### config.mk
export PLATFORM = sky130hd
export DESIGN_NAME = k_nearest_neighbour_selector
export DESIGN_NICKNAME = d
export VERILOG_FILES = /design/src/design/knn_pkg.sv /design/src/design/knn_ctrl.sv /design/src/design/knn_dp.sv /design/src/design/k_nearest_neighbour_selector.sv
export SDC_FILE = /design/constraint.sdc
export NUM_CORES = 2
export LEC_CHECK = 0
export ABC_AREA = 1
export BUFFER_PORTS_ARGS = -buffer_cell sky130_fd_sc_hd__buf_4
export CORE_MARGIN = 4
export CORE_UTILIZATION = 24
export DETAILED_ROUTE_END_ITERATION = 10
export PLACE_DENSITY_LB_ADDON = 0.2
export SLEW_MARGIN = 20
export SYNTH_ARGS = -nofsm -noshare
export SYNTH_HDL_FRONTEND = slang
export SYNTH_SLANG_ARGS = --single-unit
### constraint.sdc
create_clock -name clock -period 7.1 [get_ports clock]
set_input_delay 0.71 -clock clock [delete_from_list [all_inputs] [get_ports clock]]
set_output_delay 0.71 -clock clock [all_outputs]
set_load 0.1 [all_outputs]
### src/design/knn_pkg.sv
// knn_pkg: shared types, constants and the distance ordering function
// for the k nearest neighbour selector; no dependencies

package knn_pkg;

   localparam int NODE_W    = 10;
   localparam int DIST_W    = 32;
   localparam int RANK_W    = 4;
   localparam int WANTED_W  = 5;
   localparam logic [WANTED_W-1:0] WANTED_RESET = 5'd16;

   localparam int REQ_DATA_W = 56;   // row, candidate, distance, zero filled to bytes
   localparam int RSP_DATA_W = 16;   // neighbour, rank, zero filled to bytes

   // controller to datapath
   typedef struct packed {
      logic take;        // input word accepted this cycle
      logic emit_step;   // load the next list entry into the output register
   } knn_cmd_type;

   // datapath to controller
   typedef struct packed {
      logic out_free;    // output register can take a word
      logic emit_final;  // the entry about to be emitted is the last of the list
   } knn_status_type;

   // true when (da, ia) orders strictly after (db, ib)
   function automatic logic orders_after(input logic [DIST_W-1:0] da,
                                         input logic [NODE_W-1:0] ia,
                                         input logic [DIST_W-1:0] db,
                                         input logic [NODE_W-1:0] ib);
      logic res;
      if (da != db) begin
         res = (da > db);
      end else begin
         res = (ia > ib);
      end
      return res;
   endfunction

endpackage

### src/design/knn_ctrl.sv
// knn_ctrl: controller state machine, collects a row then reads out the list
// depends on knn_pkg

module knn_ctrl
   import knn_pkg::*;
(
   input  logic           clock,
   input  logic           reset,
   input  logic           req_tvalid,
   input  logic           req_tlast,
   output logic           req_tready,
   input  knn_status_type status,
   output knn_cmd_type    cmd
);

   localparam logic ST_COLLECT = 1'b0;
   localparam logic ST_EMIT    = 1'b1;

   logic state_ff;
   logic state_in;

   always_comb begin
      state_in       = state_ff;
      req_tready     = 1'b0;
      cmd.take       = 1'b0;
      cmd.emit_step  = 1'b0;
      case (state_ff)
         ST_COLLECT: begin
            req_tready = 1'b1;
            cmd.take   = req_tvalid;
            if (req_tvalid && req_tlast) begin
               state_in = ST_EMIT;
            end
         end
         ST_EMIT: begin
            if (status.out_free) begin
               cmd.emit_step = 1'b1;
               if (status.emit_final) begin
                  state_in = ST_COLLECT;
               end
            end
         end
         default: begin
            state_in = ST_COLLECT;
         end
      endcase
   end

   always_ff @(posedge clock) begin
      if (reset) begin
         state_ff <= ST_COLLECT;
      end else begin
         state_ff <= state_in;
      end
   end

endmodule

### src/design/knn_dp.sv
// knn_dp: datapath with the sorted compare-and-shift list, limit register
// and output register; depends on knn_pkg

module knn_dp
   import knn_pkg::*;
#(
   parameter int MAX_NEIGHBOURS = 16,
   parameter int MAX_NODES      = 1024
) (
   input  logic                  clock,
   input  logic                  reset,
   input  logic                  csr_wr_en,
   input  logic [WANTED_W-1:0]   csr_wr_data,
   input  logic [REQ_DATA_W-1:0] req_tdata,
   input  knn_cmd_type           cmd,
   output knn_status_type        status,
   output logic                  rsp_tvalid,
   input  logic                  rsp_tready,
   output logic [RSP_DATA_W-1:0] rsp_tdata,
   output logic                  rsp_tlast,
   output logic                  rsp_tuser
);

   localparam int CNT_W = $clog2(MAX_NEIGHBOURS + 1);
   localparam int IDX_W = (MAX_NEIGHBOURS > 1) ? $clog2(MAX_NEIGHBOURS) : 1;

   logic [NODE_W-1:0] row_node;
   logic [NODE_W-1:0] cand_node;
   logic [DIST_W-1:0] cand_dist;

   assign row_node  = req_tdata[NODE_W-1:0];
   assign cand_node = req_tdata[2*NODE_W-1:NODE_W];
   assign cand_dist = req_tdata[2*NODE_W+DIST_W-1:2*NODE_W];

   logic [WANTED_W-1:0] wanted_ff;
   logic [CNT_W-1:0]    limit;
   logic [CNT_W-1:0]    count_ff;
   logic [CNT_W-1:0]    count_in;
   logic [CNT_W-1:0]    list_len;
   logic [IDX_W-1:0]    idx_ff;
   logic [IDX_W-1:0]    idx_in;

   logic [DIST_W-1:0] kept_dist_ff [MAX_NEIGHBOURS];
   logic [NODE_W-1:0] kept_id_ff   [MAX_NEIGHBOURS];
   logic [DIST_W-1:0] kept_dist_in [MAX_NEIGHBOURS];
   logic [NODE_W-1:0] kept_id_in   [MAX_NEIGHBOURS];

   logic [MAX_NEIGHBOURS-1:0] stays_ahead;   // kept entry sorts at or before the new one
   logic [MAX_NEIGHBOURS-1:0] below_limit;
   logic cand_ok;
   logic ins_ok;
   logic empty;

   logic                  rsp_valid_ff;
   logic [NODE_W-1:0]     rsp_node_ff;
   logic [RANK_W-1:0]     rsp_rank_ff;
   logic                  rsp_last_ff;
   logic                  rsp_empty_ff;

   always_comb begin
      if (32'(wanted_ff) > 32'(MAX_NEIGHBOURS)) begin
         limit = CNT_W'(MAX_NEIGHBOURS);
      end else begin
         limit = CNT_W'(wanted_ff);
      end
      list_len = (count_ff > limit) ? limit : count_ff;
   end

   assign cand_ok = (row_node != '0) && (cand_node != '0) && (cand_node != row_node) &&
                    (32'(cand_node) < 32'(MAX_NODES)) && (limit != '0);

   always_comb begin
      for (int i = 0; i < MAX_NEIGHBOURS; i++) begin
         stays_ahead[i] = (CNT_W'(i) < count_ff) &&
                          !orders_after(kept_dist_ff[i], kept_id_ff[i], cand_dist, cand_node);
         below_limit[i] = (CNT_W'(i) < limit);
      end
   end

   assign ins_ok = cand_ok && (|(~stays_ahead & below_limit));

   // one lane per list slot: keep, take the new word, or take the neighbour below
   for (genvar g = 0; g < MAX_NEIGHBOURS; g++) begin : g_lane
      logic from_new;
      if (g == 0) begin : g_first
         assign from_new = 1'b1;
      end else begin : g_rest
         assign from_new = stays_ahead[g-1];
      end
      always_comb begin
         kept_dist_in[g] = kept_dist_ff[g];
         kept_id_in[g]   = kept_id_ff[g];
         if (cmd.take && ins_ok && !stays_ahead[g]) begin
            if (from_new) begin
               kept_dist_in[g] = cand_dist;
               kept_id_in[g]   = cand_node;
            end else begin
               kept_dist_in[g] = kept_dist_ff[(g > 0) ? g - 1 : 0];
               kept_id_in[g]   = kept_id_ff[(g > 0) ? g - 1 : 0];
            end
         end
      end
   end

   assign empty             = (list_len == '0);
   assign status.emit_final = ((CNT_W'(idx_ff) + CNT_W'(1)) >= list_len);
   assign status.out_free   = !rsp_valid_ff || rsp_tready;

   always_comb begin
      count_in = count_ff;
      idx_in   = idx_ff;
      if (cmd.emit_step) begin
         if (status.emit_final) begin
            count_in = '0;
            idx_in   = '0;
         end else begin
            idx_in = idx_ff + IDX_W'(1);
         end
      end else if (cmd.take && ins_ok) begin
         count_in = (count_ff < limit) ? count_ff + CNT_W'(1) : limit;
      end
   end

   always_ff @(posedge clock) begin
      if (reset) begin
         wanted_ff    <= WANTED_RESET;
         count_ff     <= '0;
         idx_ff       <= '0;
         rsp_valid_ff <= 1'b0;
      end else begin
         if (csr_wr_en) begin
            wanted_ff <= csr_wr_data;
         end
         count_ff <= count_in;
         idx_ff   <= idx_in;
         if (cmd.emit_step) begin
            rsp_valid_ff <= 1'b1;
         end else if (rsp_tready) begin
            rsp_valid_ff <= 1'b0;
         end
      end
   end

   always_ff @(posedge clock) begin
      for (int i = 0; i < MAX_NEIGHBOURS; i++) begin
         kept_dist_ff[i] <= kept_dist_in[i];
         kept_id_ff[i]   <= kept_id_in[i];
      end
      if (cmd.emit_step) begin
         rsp_node_ff  <= empty ? '0 : kept_id_ff[idx_ff];
         rsp_rank_ff  <= empty ? '0 : RANK_W'(idx_ff);
         rsp_last_ff  <= status.emit_final;
         rsp_empty_ff <= empty;
      end
   end

   assign rsp_tvalid = rsp_valid_ff;
   assign rsp_tdata  = {{(RSP_DATA_W - NODE_W - RANK_W){1'b0}}, rsp_rank_ff, rsp_node_ff};
   assign rsp_tlast  = rsp_last_ff;
   assign rsp_tuser  = rsp_empty_ff;

endmodule

### src/design/k_nearest_neighbour_selector.sv
// k_nearest_neighbour_selector: top level, joins controller and datapath
// depends on knn_pkg, knn_ctrl, knn_dp
// throughput: one candidate word per cycle within a row; the row's last word is
//    followed by list read-out, one result word per cycle while rsp_tready is high;
//    an empty list still gives one result word, marked list_empty
// first word: the controller enters read-out, then the output register loads it
// reset: synchronous, clears the kept count, controller state and output valid,
//    and sets neighbours_wanted to 16; the kept list storage is not cleared

module k_nearest_neighbour_selector
   import knn_pkg::*;
#(
   parameter int MAX_NEIGHBOURS = 16,   // slots in the sorted list
   parameter int MAX_NODES      = 1024  // candidate ids at or above this are ignored
) (
   input  logic                  clock,
   input  logic                  reset,
   // configuration: neighbours_wanted
   input  logic                  csr_wr_en,
   input  logic [WANTED_W-1:0]   csr_wr_data,
   // candidate words
   input  logic                  req_tvalid,
   output logic                  req_tready,
   input  logic [REQ_DATA_W-1:0] req_tdata,   // row_node, candidate_node, distance
   input  logic                  req_tlast,   // last_candidate
   // neighbour list words
   output logic                  rsp_tvalid,
   input  logic                  rsp_tready,
   output logic [RSP_DATA_W-1:0] rsp_tdata,   // neighbour_node, rank
   output logic                  rsp_tlast,   // last_of_list
   output logic                  rsp_tuser    // list_empty
);

   knn_cmd_type    cmd;
   knn_status_type status;

   // controller: takes candidates until the row's last word, then steps the read-out
   knn_ctrl u_ctrl (
      .clock      (clock),
      .reset      (reset),
      .req_tvalid (req_tvalid),
      .req_tlast  (req_tlast),
      .req_tready (req_tready),
      .status     (status),
      .cmd        (cmd)
   );

   // datapath: parallel compare-and-shift insertion and the output register
   knn_dp #(
      .MAX_NEIGHBOURS (MAX_NEIGHBOURS),
      .MAX_NODES      (MAX_NODES)
   ) u_dp (
      .clock       (clock),
      .reset       (reset),
      .csr_wr_en   (csr_wr_en),
      .csr_wr_data (csr_wr_data),
      .req_tdata   (req_tdata),
      .cmd         (cmd),
      .status      (status),
      .rsp_tvalid  (rsp_tvalid),
      .rsp_tready  (rsp_tready),
      .rsp_tdata   (rsp_tdata),
      .rsp_tlast   (rsp_tlast),
      .rsp_tuser   (rsp_tuser)
   );

endmodule

==> out/metrics.yaml <==
status:
  status: "completed"
finish:
  final_nets: 5889
  drive_above_1_share_pct: 7.63
  syn2layout_area_growth_pct: 14.4
  fin_area_mm2: 0.0525
die:
  rows: 160
  core_mm2: 0.190
  pin_count: 87
  die_area_mm2: 0.198
  die_w_um: 445
  fp.dieH_um: 445
  start_util_pct: 24.1
sta:
  worst_hold_slack_ps: 222
  setup_viol: 0
  hold_viol_final: 0
  drv_slew: 0
  fmax_ghz: 0.208
  max-slew-margin-rel_pct: 24.2
  fin_skew_ps: 24.3
  finalSetupTns_ps: 0
  fin_crit_ps: 4820
  tightest_slew_ps: 1140
  period_share_pct: 67.9
  fin_ws_ps: 2280
  rsz0062_at_grt: "false"
pwr:
  power.density_mw_per_mm2: 308
  leakagePower_nw: 22.4
  vdd_drop_max_mv: 0.213
critical_path:
  criticalPathCategory: "primary input to flip-flop"
  crit_fanout: 32
  required_ps: 7420
  arrival_ps: 5140
  reg2reg_depth: 17
  end_kind: "flip-flop"
  r2r_slack_ps: 2840
  cp-start-kind: "primary input"
  r2r-start: "u_dp.kept_dist_ff[0][135]"
  r2r_end: "u_dp.kept_dist_ff[1][194]"
worst_hold_path:
  holdCritPathClass: "primary input to flip-flop"
  worstHoldStart: "req_tdata[43]"
  min_to: "u_dp.kept_dist_ff[0][23]"
  hold_depth: 1
cts:
  cts_sinks: 704
  cts_max_path_buffers: 3
  cts.reportedPaths.clkPinSlew_ps: 50
  hold_buffers: 0
  cts_tree: "done"
  clkLatencyLatePin_ps: 680
  root_buffer: "clkbuf_16"
  h-tree-depth: 3
  cts_resized: 0
  cts-buffers-inserted: 91
  cts_setup_buffers: 0
synth:
  syn_area_per_cell_um2: 9.06
  synth_cell_types: 47
  synthesis.area_mm2: 0.0459
  synthArstFlopShare_pct: 0
  synth_top_area_cell: "edfxtp_1"
  synth_top_cells_by_count: "1333 x nand2_1, 824 x o21ai_0, 688 x edfxtp_1"
  yosysMostFrequentCell: "nand2_1"
  yosysTopAreaCellShare_pct: 45.0
  ys_dominant_reg_cell: "edfxtp_1"
  netlist_instances: 5066
  synth_seq_cells: 704
  synth_edf_count: 688
  synth-seq-area-share_pct: 45.7
  yosysWarnings: 0
  yosys-top-cells-area: "edfxtp_1 45%, ha_1 19%, nand2_1 11%"
routing:
  drt_iter0_markers: 1805
  antenna_left: 0
  first_pass_iters: 5
  route.vias.total: 33800
  drt-wirelength-per-cell_um: 15.4
  drc: 0
  wl_mm: 119
  viasPerCell: 4.38
placed_design:
  gp_congestion: 0.777
  place_ws_ps: 1710
  dpl_cell_area_mm2: 0.0498
  port_buffers: 80
  hpwlAfterDp_mm: 93.6
grt:
  gr-usage-all-layers_pct: 12.0
  grt_antenna_before_repair: 4
  grt_pass1_wl_mm: 189
  grt_max_degree: 85
  grt_pass1_vias: 33600
  grt_remaining_overflow: 0
run:
  cap_violations: 0
[how the worst max path moves through the flow]
stage          cells past startpoint                         to  slack, ps           from
2_1_floorplan                     18  u_dp.kept_dist_ff[0][160]       1530  req_tdata[43]
3_5_place_dp                      19  u_dp.kept_dist_ff[1][198]       1710  req_tdata[27]
4_1_cts                           19  u_dp.kept_dist_ff[1][194]       2460  req_tdata[27]
3_3_place_gp                      19  u_dp.kept_dist_ff[1][198]       1700  req_tdata[27]
5_1_grt                           21  u_dp.kept_dist_ff[1][194]       1720  req_tdata[51]
6_report                          21  u_dp.kept_dist_ff[1][194]       2280  req_tdata[51]
[layout by cell type (no fill, tap or decap), types with 17 or more instances in the layout]
| cell | instances |
|---|---|
| a21oi_1 | 303 |
| buf_4 | 195 |
| clkbuf_1 | 31 |
| clkbuf_16 | 93 |
| clkinv_1 | 18 |
| edfxtp_1 | 688 |
| ha_1 | 684 |
| inv_1 | 266 |
| nand2_1 | 1326 |
| nand2_2 | 18 |
| nand3_1 | 98 |
| nand4_1 | 32 |
| nor2_1 | 349 |
| nor3_1 | 19 |
| nor3_2 | 17 |
| o21a_1 | 30 |
| o21ai_0 | 824 |
| o21bai_1 | 22 |
| o221ai_1 | 22 |
[kinds of logic after synthesis]
family                   after synthesis  share of synthesized area [%]
AND/OR/NAND/NOR                     1893                           16.5
adder cells (fa/ha/maj)              684                           18.6
other                                  1                        0.00817
AO/OA/AOI/OAI                       1277                           14.7
buffers and inverters                499                           4.29
flip-flops                           704                           45.7
XOR/XNOR                               8                          0.153
[where the power goes]
part           switching [mW]  internal, mW  leakage, nW  total, mW
Combinational            3.41          1.75         14.3       5.17
Clock                    1.80          2.51         1.33       4.32
Sequential              0.569          6.13         6.68       6.70
[layout make-up]
cell class / instances / area [µm²]
well taps: 2511 / 3140
diodes: 5 / 12.5
multi-input cells: 3864 / 23100
fillers: 20100 / 138000
clock inverters: 28 / 204
clock buffers: 129 / 2510
flip-flops and latches: 704 / 21000
repair buffers: 196 / 1480
inverters: 281 / 1050
[metal layers]
layer  up-vias  share of wire [%]  GRT usage (%)
li1      18000                  -              -
met2       421                 46           20.1
met3       149                3.8           1.95
met4         4                2.7           3.99
met1     15300                 47           15.7
met5         -              0.018              0
[state kept, by name, summed over array words and instances, names as in the netlist]
signal	cells
u_ctrl.state_ff	1
u_dp.kept_dist_ff	512
u_dp.count_ff	5
u_dp.kept_id_ff	160
u_dp.rsp_tuser	1
u_dp.idx_ff	4
u_dp.rsp_tvalid	1
u_dp.wanted_ff	5
u_dp.rsp_node_ff	10
u_dp.rsp_tlast	1
u_dp.rsp_rank_ff	4
[worst max-delay path: stages]
cell and delay, ps:
buf_4 90, clkinv_1 710, ha_1 660, nand2_1 70, nor2_1 160, nand2_1 120
nor2_1 210, nand3_1 190, nand2_1 110, nor2_1 40, nand2_1 110, nand2_1 130
nand2_2 110, nand2_1 70, nand2_1 80, nor2_1 80, nand2_1 140, o21ai_4 90
buf_4 340, a21oi_4 400, buf_4 440
[through the flow]
stage / utilization, % / power (mW) / std cells
CTS: 27.6 / 16.5 / 7713
global placement: 26.2 / 11.9 / 7556
detailed placement: 26.2 / 12.0 / 7556
floorplan: - / 10.5 / 5067
global route: 27.6 / 17.6 / 7715
finish: 27.6 / 16.2 / 7718
Power figures use the tool's default switching activity.
